**config.mk**
```make
export PLATFORM = sky130hd
export DESIGN_NAME = double_hash_table_core
export DESIGN_NICKNAME = d
export VERILOG_FILES = /design/src/sv/dht_pkg.sv /design/src/sv/dht_front.sv /design/src/sv/dht_queue.sv /design/src/sv/dht_back.sv /design/src/sv/double_hash_table_core.sv
export SDC_FILE = /design/constraint.sdc
export NUM_CORES = 1
export LEC_CHECK = 0
export BUFFER_PORTS_ARGS = -buffer_cell sky130_fd_sc_hd__buf_4
export CORE_ASPECT_RATIO = 1.25
export CORE_MARGIN = 4
export CORE_UTILIZATION = 60
export DETAILED_ROUTE_END_ITERATION = 8
export PLACE_DENSITY = 0.74
export SYNTH_ARGS = -nofsm -noshare
export SYNTH_HDL_FRONTEND = slang
export SYNTH_SLANG_ARGS = --single-unit
```
**constraint.sdc**
```tcl
create_clock -name clk -period 4.09 [get_ports clk]
set_input_delay 0.2045 -clock clk [delete_from_list [all_inputs] [get_ports clk]]
set_output_delay 0.2045 -clock clk [all_outputs]
set_load 0.1 [all_outputs]
```
**src/sv/dht_pkg.sv**
```systemverilog
// ============================================================================
// dht_pkg
// Shared types and constants of the double hashing key table.
// ============================================================================
`default_nettype none

package dht_pkg;

  localparam int KEY_W    = 31;
  localparam int SLOT_W   = 4;
  localparam int STATUS_W = 2;

  // Widest slot number over the supported table sizes (up to 1024 slots).
  localparam int HASH_W = 10;

  // The front end folds the key into both remainders a few bits per cycle.
  localparam int DIGIT_BITS = 4;
  localparam int CALC_STEPS = 8;
  localparam int SHIFT_W    = DIGIT_BITS * CALC_STEPS;

  localparam logic FN_INSERT = 1'b0;
  localparam logic FN_SEARCH = 1'b1;

  localparam logic [STATUS_W-1:0] ST_OK   = 2'd0;
  localparam logic [STATUS_W-1:0] ST_MISS = 2'd1;
  localparam logic [STATUS_W-1:0] ST_ZERO = 2'd2;

  typedef struct packed {
    logic             func;
    logic [KEY_W-1:0] key;
  } dht_req_t;

  typedef struct packed {
    logic [SLOT_W-1:0]   slot_index;
    logic [STATUS_W-1:0] status;
  } dht_rsp_t;

  // One classified request as it waits between front and back.
  typedef struct packed {
    logic              zero;
    logic              func;
    logic [KEY_W-1:0]  key;
    logic [HASH_W-1:0] h1;
    logic [HASH_W-1:0] h2;
  } dht_job_t;

endpackage

`default_nettype wire

```
**src/sv/dht_front.sv**
```systemverilog
// ============================================================================
// dht_front
// Takes a request, works out the home slot and the probe step from the key,
// and pushes the classified job into the queue.
// ============================================================================
`default_nettype none

module dht_front #(
  parameter int TABLE_SIZE  = 16,
  parameter int PROBE_PRIME = 13
) (
  input  wire logic              clk,
  input  wire logic              rst,
  input  wire logic              accept,
  input  wire dht_pkg::dht_req_t req,
  output      logic              active,
  output      logic              push,
  output      dht_pkg::dht_job_t job,
  input  wire logic              full
);
  import dht_pkg::*;

  localparam int IDX_W = $clog2(TABLE_SIZE);
  localparam int PW    = $clog2(PROBE_PRIME);
  localparam int CNT_W = $clog2(CALC_STEPS);

  localparam logic [IDX_W:0]   T_C       = (IDX_W+1)'(TABLE_SIZE);
  localparam logic [PW:0]      P_C       = (PW+1)'(PROBE_PRIME);
  localparam logic [HASH_W:0]  T_WIDE    = (HASH_W+1)'(TABLE_SIZE);
  localparam logic [HASH_W:0]  P_WIDE    = (HASH_W+1)'(PROBE_PRIME);
  localparam logic [CNT_W-1:0] CNT_LAST  = CNT_W'(CALC_STEPS-1);

  localparam logic [1:0] F_IDLE = 2'd0;
  localparam logic [1:0] F_CALC = 2'd1;
  localparam logic [1:0] F_PUSH = 2'd2;

  logic [1:0]         state;
  logic [CNT_W-1:0]   cnt;
  logic [SHIFT_W-1:0] sh;
  logic [IDX_W-1:0]   r1;
  logic [PW-1:0]      r2;
  logic               zero;
  logic               func;
  logic [KEY_W-1:0]   key;

  logic [IDX_W-1:0]   r1_next;
  logic [PW-1:0]      r2_next;
  logic [HASH_W:0]    step_wide;

  // Remainders by a constant taken MSB first: r = (2r + bit) mod M, where one
  // conditional subtract suffices because 2r + bit stays below 2M.
  always_comb begin
    logic [IDX_W:0] t1;
    logic [PW:0]    t2;
    r1_next = r1;
    r2_next = r2;
    for (int i = 0; i < DIGIT_BITS; i++) begin
      t1 = {r1_next, sh[SHIFT_W-1-i]};
      if (t1 >= T_C) t1 = t1 - T_C;
      r1_next = t1[IDX_W-1:0];
      t2 = {r2_next, sh[SHIFT_W-1-i]};
      if (t2 >= P_C) t2 = t2 - P_C;
      r2_next = t2[PW-1:0];
    end
  end

  // The prime sits below the table size, so one subtract folds the step.
  always_comb begin
    step_wide = P_WIDE - (HASH_W+1)'(r2);
    if (step_wide >= T_WIDE) step_wide = step_wide - T_WIDE;
  end

  always_comb begin
    job.zero = zero;
    job.func = func;
    job.key  = key;
    job.h1   = HASH_W'(r1);
    job.h2   = step_wide[HASH_W-1:0];
  end

  assign push   = (state == F_PUSH) && !full;
  assign active = (state != F_IDLE);

  always_ff @(posedge clk) begin
    if (rst) begin
      state <= F_IDLE;
      cnt   <= '0;
    end else begin
      unique case (state)
        F_IDLE: begin
          if (accept) begin
            func <= req.func;
            key  <= req.key;
            zero <= (req.key == '0);
            sh   <= SHIFT_W'(req.key);
            r1   <= '0;
            r2   <= '0;
            cnt  <= '0;
            state <= (req.key == '0) ? F_PUSH : F_CALC;
          end
        end
        F_CALC: begin
          r1  <= r1_next;
          r2  <= r2_next;
          sh  <= sh << DIGIT_BITS;
          cnt <= cnt + 1'b1;
          if (cnt == CNT_LAST) state <= F_PUSH;
        end
        F_PUSH: begin
          if (!full) state <= F_IDLE;
        end
        default: state <= F_IDLE;
      endcase
    end
  end

endmodule

`default_nettype wire

```
**src/sv/dht_queue.sv**
```systemverilog
// ============================================================================
// dht_queue
// Two-entry job queue between the hash front end and the probe engine.
// ============================================================================
`default_nettype none

module dht_queue (
  input  wire logic              clk,
  input  wire logic              rst,
  input  wire logic              push,
  input  wire dht_pkg::dht_job_t push_job,
  output      logic              full,
  input  wire logic              pop,
  output      dht_pkg::dht_job_t head,
  output      logic              empty
);
  import dht_pkg::*;

  dht_job_t   entries [2];
  logic       wp;
  logic       rp;
  logic [1:0] count;

  assign full  = (count == 2'd2);
  assign empty = (count == 2'd0);
  assign head  = entries[rp];

  always_ff @(posedge clk) begin
    if (push) entries[wp] <= push_job;
  end

  always_ff @(posedge clk) begin
    if (rst) begin
      wp    <= 1'b0;
      rp    <= 1'b0;
      count <= 2'd0;
    end else begin
      if (push) wp <= ~wp;
      if (pop)  rp <= ~rp;
      unique case ({push, pop})
        2'b10:   count <= count + 2'd1;
        2'b01:   count <= count - 2'd1;
        default: count <= count;
      endcase
    end
  end

endmodule

`default_nettype wire

```
**src/sv/dht_back.sv**
```systemverilog
// ============================================================================
// dht_back
// Probe engine: owns the key table, walks the probe sequence one slot per
// cycle and issues one result per job.
// ============================================================================
`default_nettype none

module dht_back #(
  parameter int TABLE_SIZE  = 16
) (
  input  wire logic              clk,
  input  wire logic              rst,
  input  wire dht_pkg::dht_job_t head,
  input  wire logic              empty,
  output      logic              pop,
  output      logic              clearing,
  output      logic              done,
  output      dht_pkg::dht_rsp_t rsp
);
  import dht_pkg::*;

  localparam int IDX_W = $clog2(TABLE_SIZE);
  localparam int SW    = (IDX_W > SLOT_W) ? IDX_W : SLOT_W;

  localparam logic [IDX_W:0]   T_C  = (IDX_W+1)'(TABLE_SIZE);
  localparam logic [IDX_W-1:0] LAST = IDX_W'(TABLE_SIZE-1);

  localparam logic [1:0] B_CLEAR = 2'd0;
  localparam logic [1:0] B_IDLE  = 2'd1;
  localparam logic [1:0] B_PROBE = 2'd2;

  logic [KEY_W-1:0] mem [TABLE_SIZE];
  logic [KEY_W-1:0] rd_data;

  logic [1:0]       state, state_next;
  logic [IDX_W-1:0] clr_cnt, clr_cnt_next;
  logic [IDX_W-1:0] pos, pos_next;
  logic [IDX_W-1:0] step, step_next;
  logic [IDX_W-1:0] tries, tries_next;
  logic [KEY_W-1:0] key, key_next;
  logic             func, func_next;
  logic             done_next;
  dht_rsp_t         rsp_next;

  logic             we;
  logic [IDX_W-1:0] wa;
  logic [KEY_W-1:0] wd;
  logic [IDX_W-1:0] ra;
  logic [IDX_W:0]   sum;
  logic [IDX_W-1:0] pos_adv;
  logic [SW-1:0]    pos_w;

  always_ff @(posedge clk) begin
    if (we) mem[wa] <= wd;
    rd_data <= mem[ra];
  end

  always_comb begin
    sum = {1'b0, pos} + {1'b0, step};
    if (sum >= T_C) sum = sum - T_C;
    pos_adv = sum[IDX_W-1:0];
    pos_w   = SW'(pos);
  end

  always_comb begin
    state_next   = state;
    clr_cnt_next = clr_cnt;
    pos_next     = pos;
    step_next    = step;
    tries_next   = tries;
    key_next     = key;
    func_next    = func;
    done_next    = 1'b0;
    rsp_next     = rsp;
    we           = 1'b0;
    wa           = pos;
    wd           = key;
    ra           = pos;
    pop          = 1'b0;

    unique case (state)
      B_CLEAR: begin
        we           = 1'b1;
        wa           = clr_cnt;
        wd           = '0;
        clr_cnt_next = clr_cnt + 1'b1;
        if (clr_cnt == LAST) state_next = B_IDLE;
      end
      B_IDLE: begin
        if (!empty) begin
          pop = 1'b1;
          if (head.zero) begin
            done_next           = 1'b1;
            rsp_next.slot_index = '0;
            rsp_next.status     = ST_ZERO;
          end else begin
            pos_next   = head.h1[IDX_W-1:0];
            step_next  = head.h2[IDX_W-1:0];
            key_next   = head.key;
            func_next  = head.func;
            tries_next = '0;
            ra         = head.h1[IDX_W-1:0];
            state_next = B_PROBE;
          end
        end
      end
      B_PROBE: begin
        // rd_data holds the slot at pos; the next slot is read meanwhile.
        priority if (func == FN_INSERT && rd_data == '0) begin
          we                  = 1'b1;
          done_next           = 1'b1;
          rsp_next.slot_index = pos_w[SLOT_W-1:0];
          rsp_next.status     = ST_OK;
          state_next          = B_IDLE;
        end else if (func == FN_SEARCH && rd_data == key) begin
          done_next           = 1'b1;
          rsp_next.slot_index = pos_w[SLOT_W-1:0];
          rsp_next.status     = ST_OK;
          state_next          = B_IDLE;
        end else if ((func == FN_SEARCH && rd_data == '0) || tries == LAST) begin
          done_next           = 1'b1;
          rsp_next.slot_index = '0;
          rsp_next.status     = ST_MISS;
          state_next          = B_IDLE;
        end else begin
          pos_next   = pos_adv;
          tries_next = tries + 1'b1;
          ra         = pos_adv;
        end
      end
      default: state_next = B_CLEAR;
    endcase
  end

  assign clearing = (state == B_CLEAR);

  always_ff @(posedge clk) begin
    if (rst) begin
      state   <= B_CLEAR;
      clr_cnt <= '0;
      done    <= 1'b0;
    end else begin
      state   <= state_next;
      clr_cnt <= clr_cnt_next;
      done    <= done_next;
    end
  end

  always_ff @(posedge clk) begin
    pos   <= pos_next;
    step  <= step_next;
    tries <= tries_next;
    key   <= key_next;
    func  <= func_next;
    rsp   <= rsp_next;
  end

endmodule

`default_nettype wire

```
**src/sv/double_hash_table_core.sv**
```systemverilog
// ============================================================================
// double_hash_table_core
// Open-addressing key table with double hashing: insert and search requests.
// ============================================================================
//
//   Port group   Direction  Handshake               Payload
//   request      in         start && !busy          req  (dht_req_t: func, key)
//   result       out        done, one cycle         rsp  (dht_rsp_t: slot_index, status)
//
// After reset the key table is cleared with busy high.
// The front end works out the two remainders of a nonzero key
// (DIGIT_BITS key bits a cycle), then queues the job,
// held with busy high while the queue is full.
// The probe engine starts a job from its idle state, then takes one cycle per probe
// over the single table read port; a zero key is answered without a probe.
// ============================================================================
`default_nettype none

module double_hash_table_core #(
  parameter int TABLE_SIZE  = 16,
  parameter int PROBE_PRIME = 13
) (
  input  wire logic              clk,
  input  wire logic              rst,
  input  wire logic              start,
  output      logic              busy,
  input  wire dht_pkg::dht_req_t req,
  output      logic              done,
  output      dht_pkg::dht_rsp_t rsp
);
  import dht_pkg::*;

  logic     accept;
  logic     front_active;
  logic     clearing;
  logic     push;
  logic     full;
  logic     pop;
  logic     empty;
  dht_job_t push_job;
  dht_job_t head;

  assign busy   = front_active || clearing;
  assign accept = start && !busy;

  dht_front #(
    .TABLE_SIZE  (TABLE_SIZE),
    .PROBE_PRIME (PROBE_PRIME)
  ) u_front (
    .clk    (clk),
    .rst    (rst),
    .accept (accept),
    .req    (req),
    .active (front_active),
    .push   (push),
    .job    (push_job),
    .full   (full)
  );

  dht_queue u_queue (
    .clk      (clk),
    .rst      (rst),
    .push     (push),
    .push_job (push_job),
    .full     (full),
    .pop      (pop),
    .head     (head),
    .empty    (empty)
  );

  dht_back #(
    .TABLE_SIZE  (TABLE_SIZE)
  ) u_back (
    .clk      (clk),
    .rst      (rst),
    .head     (head),
    .empty    (empty),
    .pop      (pop),
    .clearing (clearing),
    .done     (done),
    .rsp      (rsp)
  );

endmodule

`default_nettype wire

```
## Yosys cells after proc, flatten, opt, wreduce, memory -nomap -nowiden

Memories as Yosys holds them, arrays and structs flattened. A register that Yosys moved wholly into a read port is not among the register bits.
Index checks and enable logic that the tools add are counted.

| word-level totals | value |
|---|---|
| register bits | 139 |
| memory bits (writable) | 590 |
| memories | 2 |
| output and inout port bits | 8 |
| input port bits | 35 |
| word-level logic and storage cells | 170 |

| operators by class | value |
|---|---|
| $add $sub $neg | 17 |
| multiplexer cells | 66 |
| reduce and logical (&&, ||, !) cells | 26 |
| bitwise gates (word level) | 6 |
| $lt $le $gt $ge | 10 |
| equality and inequality tests | 22 |

Memory list:

| name | depth | bits a word | read ports | clocked after memory_dff | write ports | RTL line | source |
|---|---|---|---|---|---|---|---|
| u_back.mem | 16 | 31 | 1 | 1 | 1 | dht_back.sv:32 | `logic [KEY_W-1:0] mem [TABLE_SIZE];` |
| u_queue.entries | 2 | 47 | 1 | 1 | 1 | dht_queue.sv:19 | `dht_job_t entries [2];` |

Operator list:

| kind | count |
|---|---|
| $mux 4 | 21 |
| $pmux 32 s2 | 1 |
| $logic_not 31->1 | 2 |
| $mux 32 | 1 |
| $pmux 4 s2 | 4 |
| $eq 31x31->1 | 1 |
| $mux 31 | 1 |
| $mux 6 | 5 |
| $ge 5x5->1 const B | 5 |
| $ge 5x4->1 const B | 4 |
| $mux 2 | 10 |
| $sub 4x1->4 const B | 5 |
| $ne 2x2->1 const B | 8 |
| $sub 4x4->4 const B | 4 |
| $mux 1 | 14 |
| $pmux 2 s3 | 2 |
| $pmux 6 s2 | 1 |
| $reduce_and 3->1 | 4 |
| $ge 11x5->1 const B | 1 |
| $mux 10 | 1 |
| $sub 10x5->10 const B | 1 |
| $add 4x1->4 const B | 2 |
| $eq 2x2->1 const B | 4 |
| $eq 4x4->1 const B | 2 |
| other kinds (22) | 43 |

## Depth between registers and ports, before layout

| depth | value |
|---|---|
| depth after elaboration | 9 |
| mapped depth | 16 |
| mapped depth without buffers | 13 |

## By module

From an unflattened synthesis, not the netlist that was laid out.

| second synthesis, totals | value |
|---|---|
| cells, all modules | 1984 |
| area total of the unflattened synthesis | 31106.1 µm² |

By module, submodules not included:

| module | area each (µm²) | times used | seq. area each (µm²) | cells an instance |
|---|---|---|---|---|
| dht_back | 23186.0 | 1 | 17116.4 | 1442 |
| dht_queue | 4015.1 | 1 | 3283.1 | 187 |
| dht_front | 3891.2 | 1 | 2292.2 | 353 |
| double_hash_table_core | 13.8 | 1 | 0.0 | 2 |

## Least setup slack after synthesis

No wires, ideal clock.

| timing | value |
|---|---|
| kind | register -> register |
| from | register u_back.state[0] |
| to | register u_front.r1[0] (enable) |
| data arrival time | 3.216 ns |
| data required time | 3.639 ns |
| period minus slack after synthesis | 3.666 ns |
| slack | 0.424 ns |
| path buffers | 1 |
| stages on the path, launching flop included | 7 |
| library setup time | 0.451 ns |
| path through | dfxtp_1 -> inv_1 -> ha_1 -> clkbuf_1 -> nor3_1 -> nand2_1 -> a21oi_1 |

| between the ends | value |
|---|---|
| longest elaborated chain between the ends | 6 |

RTL lines:

| what | RTL line | source |
|---|---|---|
| start, declared | dht_back.sv:35 | `logic [1:0] state, state_next;` |
| start signal, assigned | dht_back.sv:143 | `state <= state_next;` |
| $logic_not 2->1 | dht_back.sv:135 | `assign clearing = (state == B_CLEAR);` |
| $logic_or 1x1->1 | double_hash_table_core.sv:43 | `assign busy = front_active \|\| clearing;` |
| $logic_not 1->1 | double_hash_table_core.sv:44 | `assign accept = start && !busy;` |
| $logic_and 1x1->1 | double_hash_table_core.sv:44 |  |
| $ne 2x2->1 (no line) | - |  |
| $reduce_and 3->1 (no line) | - |  |
| end signal, assigned | dht_front.sv:103 | `r1 <= r1_next;` |
| end, declared | dht_front.sv:40 | `logic [IDX_W-1:0] r1;` |

Every way passes these cells.
A chain may end at the register's enable or synchronous reset.

## Worst setup path after layout

| timing | value |
|---|---|
| from | register u_back.key[18] |
| to | register u_back.rd_data[2] (read register of u_back.mem) |

| between the ends | value |
|---|---|
| longest elaborated chain between the ends | 5 |

RTL lines:

| what | RTL line | source |
|---|---|---|
| start, declared | dht_back.sv:40 | `logic [KEY_W-1:0] key, key_next;` |
| start signal, assigned | dht_back.sv:153 | `key <= key_next;` |
| $eq 31x31->1 | dht_back.sv:115 | `end else if (func == FN_SEARCH && rd_data == key) begin` |
| $logic_and 1x1->1 | dht_back.sv:115 |  |
| $mux 4 (2 in series) | - |  |
| $pmux 4 s2 | - |  |
| net u_back.pos_next[2] | dht_back.sv:37 | `logic [IDX_W-1:0] pos, pos_next;` |
| end, declared | dht_back.sv:33 | `logic [KEY_W-1:0] rd_data;` |

The timed path passes the listed nets, and every way through them passes these cells.

==> impl_metrics.tcl <==
set metrics [dict create \
    drc 0 \
    core_area_um2 49400 \
    synthMuxAreaShare_pct 1.78 \
    worstHoldPathCells 5 \
    comb_power_share_pct 21.7 \
    cts_root_buf "clkbuf_16" \
    synth-compound-area-share_pct 4.44 \
    synthToLayoutAreaGrowth_pct 12.8 \
    antenna_cells 0 \
    grt_max_degree 126 \
    dp_hpwl_mm 41.1 \
    r2r_cells 11 \
    hold_ws_ns 0.0584 \
    cts_max_path_buffers 3 \
    setup_ws_ns 0.206 \
    synth_top_family_by_area "simple AND/OR/NAND/NOR gates" \
    synth_seq_area_share_pct 73.2 \
    viasPerCell 6.39 \
    clkPwrFrac_pct 30.2 \
    intPower_w 0.0144 \
    clkLatencyLatePin_ns 0.59 \
    maxSlewViolCount 0 \
    die_width_um 208 \
    worst_pin_slew_ns 1.27 \
    cts_setup_buffers 0 \
    nFillCells 3284 \
    num_io_pins 43 \
    num_vias 19300 \
    synth_simple_gate_area_share_pct 16.1 \
    vdd_ir_drop_max_uv 586 \
    min_to "u_front.state[1]$_SDFFE_PP0P_" \
    finalSetupViolCount 0 \
    grt.overflow.total 0 \
    r2r_start "u_back.key[18]$_DFFE_PP_" \
    powerDensity_nw_per_um2 612 \
    synthFlopType "edfxtp_1" \
    synth.area.top_cells "edfxtp_1 (70%), nand3_1 (7.1%), nand2_1 (5.6%), dfxtp_1 (3.5%), a32oi_1 (1.8%)" \
    clk_pin_slew_ns 0.06 \
    async_flop_share_pct 0 \
    nNetsFinal 2362 \
    synth_xor_area_share_pct 1.26 \
    swShare_pct 30.5 \
    die_area_um2 53700 \
    fin_cells 3014 \
    rsz0062_at_grt "no" \
    die_y_um 258 \
    numCtsBuffers 68 \
    synth_fa_ha_area_share_pct 0.692 \
    r2r_setup_slack_ns 0.21 \
    arrival_ns 4.35 \
    fmax_mhz 257 \
    crit_path_start_kind "flop" \
    crit_path_max_fanout 18 \
    p_switching_w 0.00631 \
    ant_nets 0 \
    core.rowCount 91 \
    synth_seq_cells 749 \
    antenna_found_initial 0 \
    grt_pass1_wl_mm 112 \
    synth_nets 2302 \
    portBuffers 42 \
    p_seq_share_pct 48.1 \
    path_class "reg -> reg" \
    drive_above_1_share_pct 11.7 \
    fin_skew_ns 0.0222 \
    hold_start "start" \
    dp_cells 2859 \
    syn_area_um2 30000 \
    synth_edf_count 697 \
    synth.distinct_cells 69 \
    status "completed" \
    yosys.area.top_type_share_pct 69.8 \
    fin_crit_sh_pct 95.0 \
    start_util_pct 60.7 \
    cts.sink_count 749 \
    synth_top_area_cell "edfxtp_1" \
    critPathRequiredTime_ns 4.55 \
    maxCapViolCount 0 \
    layout_min_cycle_time_ns 3.88 \
    cts_max_level 3 \
    synthCells 2251 \
    avgSynthCellArea_um2 13.3 \
    track_usage_pct 26.9 \
    relSlewSlack_pct 14.1 \
    dp_worst_setup_slack_ns 0.153 \
    endpoint_kind "flop" \
    finalWirelength_mm 73.6 \
    firstDrtPassIters 5 \
    p_leak_nw 11.5 \
    finalSetupTns_ns 0 \
    grt_pass1_vias 19100 \
    wl_per_cell_um 24.4 \
    place_congestion 0.855 \
    rr_endpoint "u_back.rd_data[2]$_DFF_P_" \
    hp-class "in -> reg" \
    ys_warn_count 0 \
    cts_tree "yes" \
    finalHoldViolations 0 \
    drt_iter0_drc 2355 \
]
[worst max path at each step]
| stage | startpoint | to | slack, ns | cells after the start |
|---|---|---|---|---|
| floorplan | u_back.state[0]$_SDFFE_PP0P_ | u_front.r1[0]$_SDFFCE_PN0P_ | 0.42 | 6 |
| finish | u_back.key[18]$_DFFE_PP_ | u_back.rd_data[2]$_DFF_P_ | 0.21 | 11 |
| CTS | u_back.key[18]$_DFFE_PP_ | u_back.rd_data[2]$_DFF_P_ | 0.13 | 11 |
| global route | u_back.key[24]$_DFFE_PP_ | u_back.rd_data[2]$_DFF_P_ | 0.12 | 11 |
| global placement | u_back.key[18]$_DFFE_PP_ | u_back.rd_data[16]$_DFF_P_ | 0.31 | 11 |
| detailed placement | u_back.key[18]$_DFFE_PP_ | u_back.rd_data[2]$_DFF_P_ | 0.15 | 11 |
[logic make-up after synthesis]
family	Yosys count
simple gates	1060
flops	749
compound gates	175
buf+inv	160
mux	48
xor+xnor	43
fa+ha+maj	16
[critical path: stages (launching register included)]
cell and delay [ns]:
edfxtp_1 0.44, xnor2_1 0.35, nand4_1 0.19, nor4_2 0.53, a21oi_1 0.40, o21a_1 0.28
o22ai_1 0.35, inv_2 0.12, and2_2 0.40, buf_4 0.32, a32oi_1 0.25, nand3_1 0.12
[metal layers]
metal	vias to the layer above	wire (um)	share of wire (%)	track usage (%)
met5	-	0	0	0
met4	0	3070	4.2	11.0
met3	219	6690	9.1	4.39
met2	1150	37500	51	46.9
met1	9419	26300	36	33.8
li1	8470	-	-	-
[power groups by stage]
stage          Clock [W]  Sequential, W  Combinational, W
3_5_place_dp           0         0.0101           0.00437
2_1_floorplan          0         0.0100           0.00262
4_1_cts          0.00631        0.00995           0.00443
6_report         0.00627        0.00996           0.00449
5_1_grt          0.00665         0.0100           0.00479
3_3_place_gp           0         0.0101           0.00428
[sequential cells by signal, indices dropped and copies added, names as in the netlist, 3 cells and up, named ones only]
| name | count |
|---|---|
| u_front.sh | 32 |
| u_back.mem | 496 |
| u_front.r2 | 4 |
| u_back.rd_data | 31 |
| u_front.key | 31 |
| u_front.cnt | 3 |
| u_queue.entries | 82 |
| u_back.clr_cnt | 4 |
| u_back.tries | 4 |
| u_front.r1 | 4 |
| u_back.key | 31 |
| u_back.rsp | 6 |
| u_back.pos | 4 |
| u_back.step | 4 |
[synthesized netlist by cell type (all sizes together), types with 5 or more instances]
library cell and count:
xnor2 38, buf 56, edfxtp 697, nand2b 5, a32oi 61, a211oi 32, clkbuf 83, ha 15
o22ai 5, a22oi 5, nor4 18, and2 16, mux2i 10, xor2 5, nand2 448, inv 21
dfxtp 52, nor2b 32, o21ai 18, mux2 38, nand4 15, nand3 425, nor3 13, a21oi 23
nor2 67
[layout make-up]
type	count	area, um2	share of cell area (%)
Inverter	21	81.3	0.240
Clock buffer	100	1950	5.75
Multi-Input combinational cell	1342	7520	22.2
Sequential cell	749	22000	64.9
Clock inverter	22	236	0.699
Timing Repair Buffer	129	1280	3.77
Tap cell	651	815	2.41
[cells in the final DEF (no fill, tap or decap), types with 5 or more instances in the layout]
cell,count
mux2i_1,9
nor2_1,44
o22ai_1,5
a211oi_1,31
nor2_4,20
nor3_1,13
a32oi_1,61
nand2_1,448
xnor2_1,38
clkinv_2,9
o21ai_0,15
dfxtp_1,51
nor4_1,15
a21oi_1,21
clkbuf_16,71
mux2_2,37
clkbuf_1,23
xor2_1,5
nand3_1,425
dlygate4sd3_1,33
and2_1,14
buf_12,18
inv_1,18
nand4_1,15
edfxtp_1,697
clkbuf_8,6
ha_1,14
nor2b_1,32
buf_4,78
[per-stage QoR]
| stage | power, W | utilization [%] | area (um2) |
|---|---|---|---|
| 2_1_floorplan | 0.0126 | - | 30000 |
| 3_3_place_gp | 0.0143 | 63.4 | 31300 |
| 3_5_place_dp | 0.0145 | 63.4 | 31300 |
| 4_1_cts | 0.0207 | 68.5 | 33800 |
| 5_1_grt | 0.0214 | 68.5 | 33800 |
| 6_report | 0.0207 | 68.5 | 33800 |
[timing repair]
action                                  4_1_cts  5_1_grt
gates resized for setup                       0        1
endpoints found under the setup margin        0       18
hold buffers                                 33        0
endpoints found under the hold margin        76        0
Power figures use the tool's default switching activity.
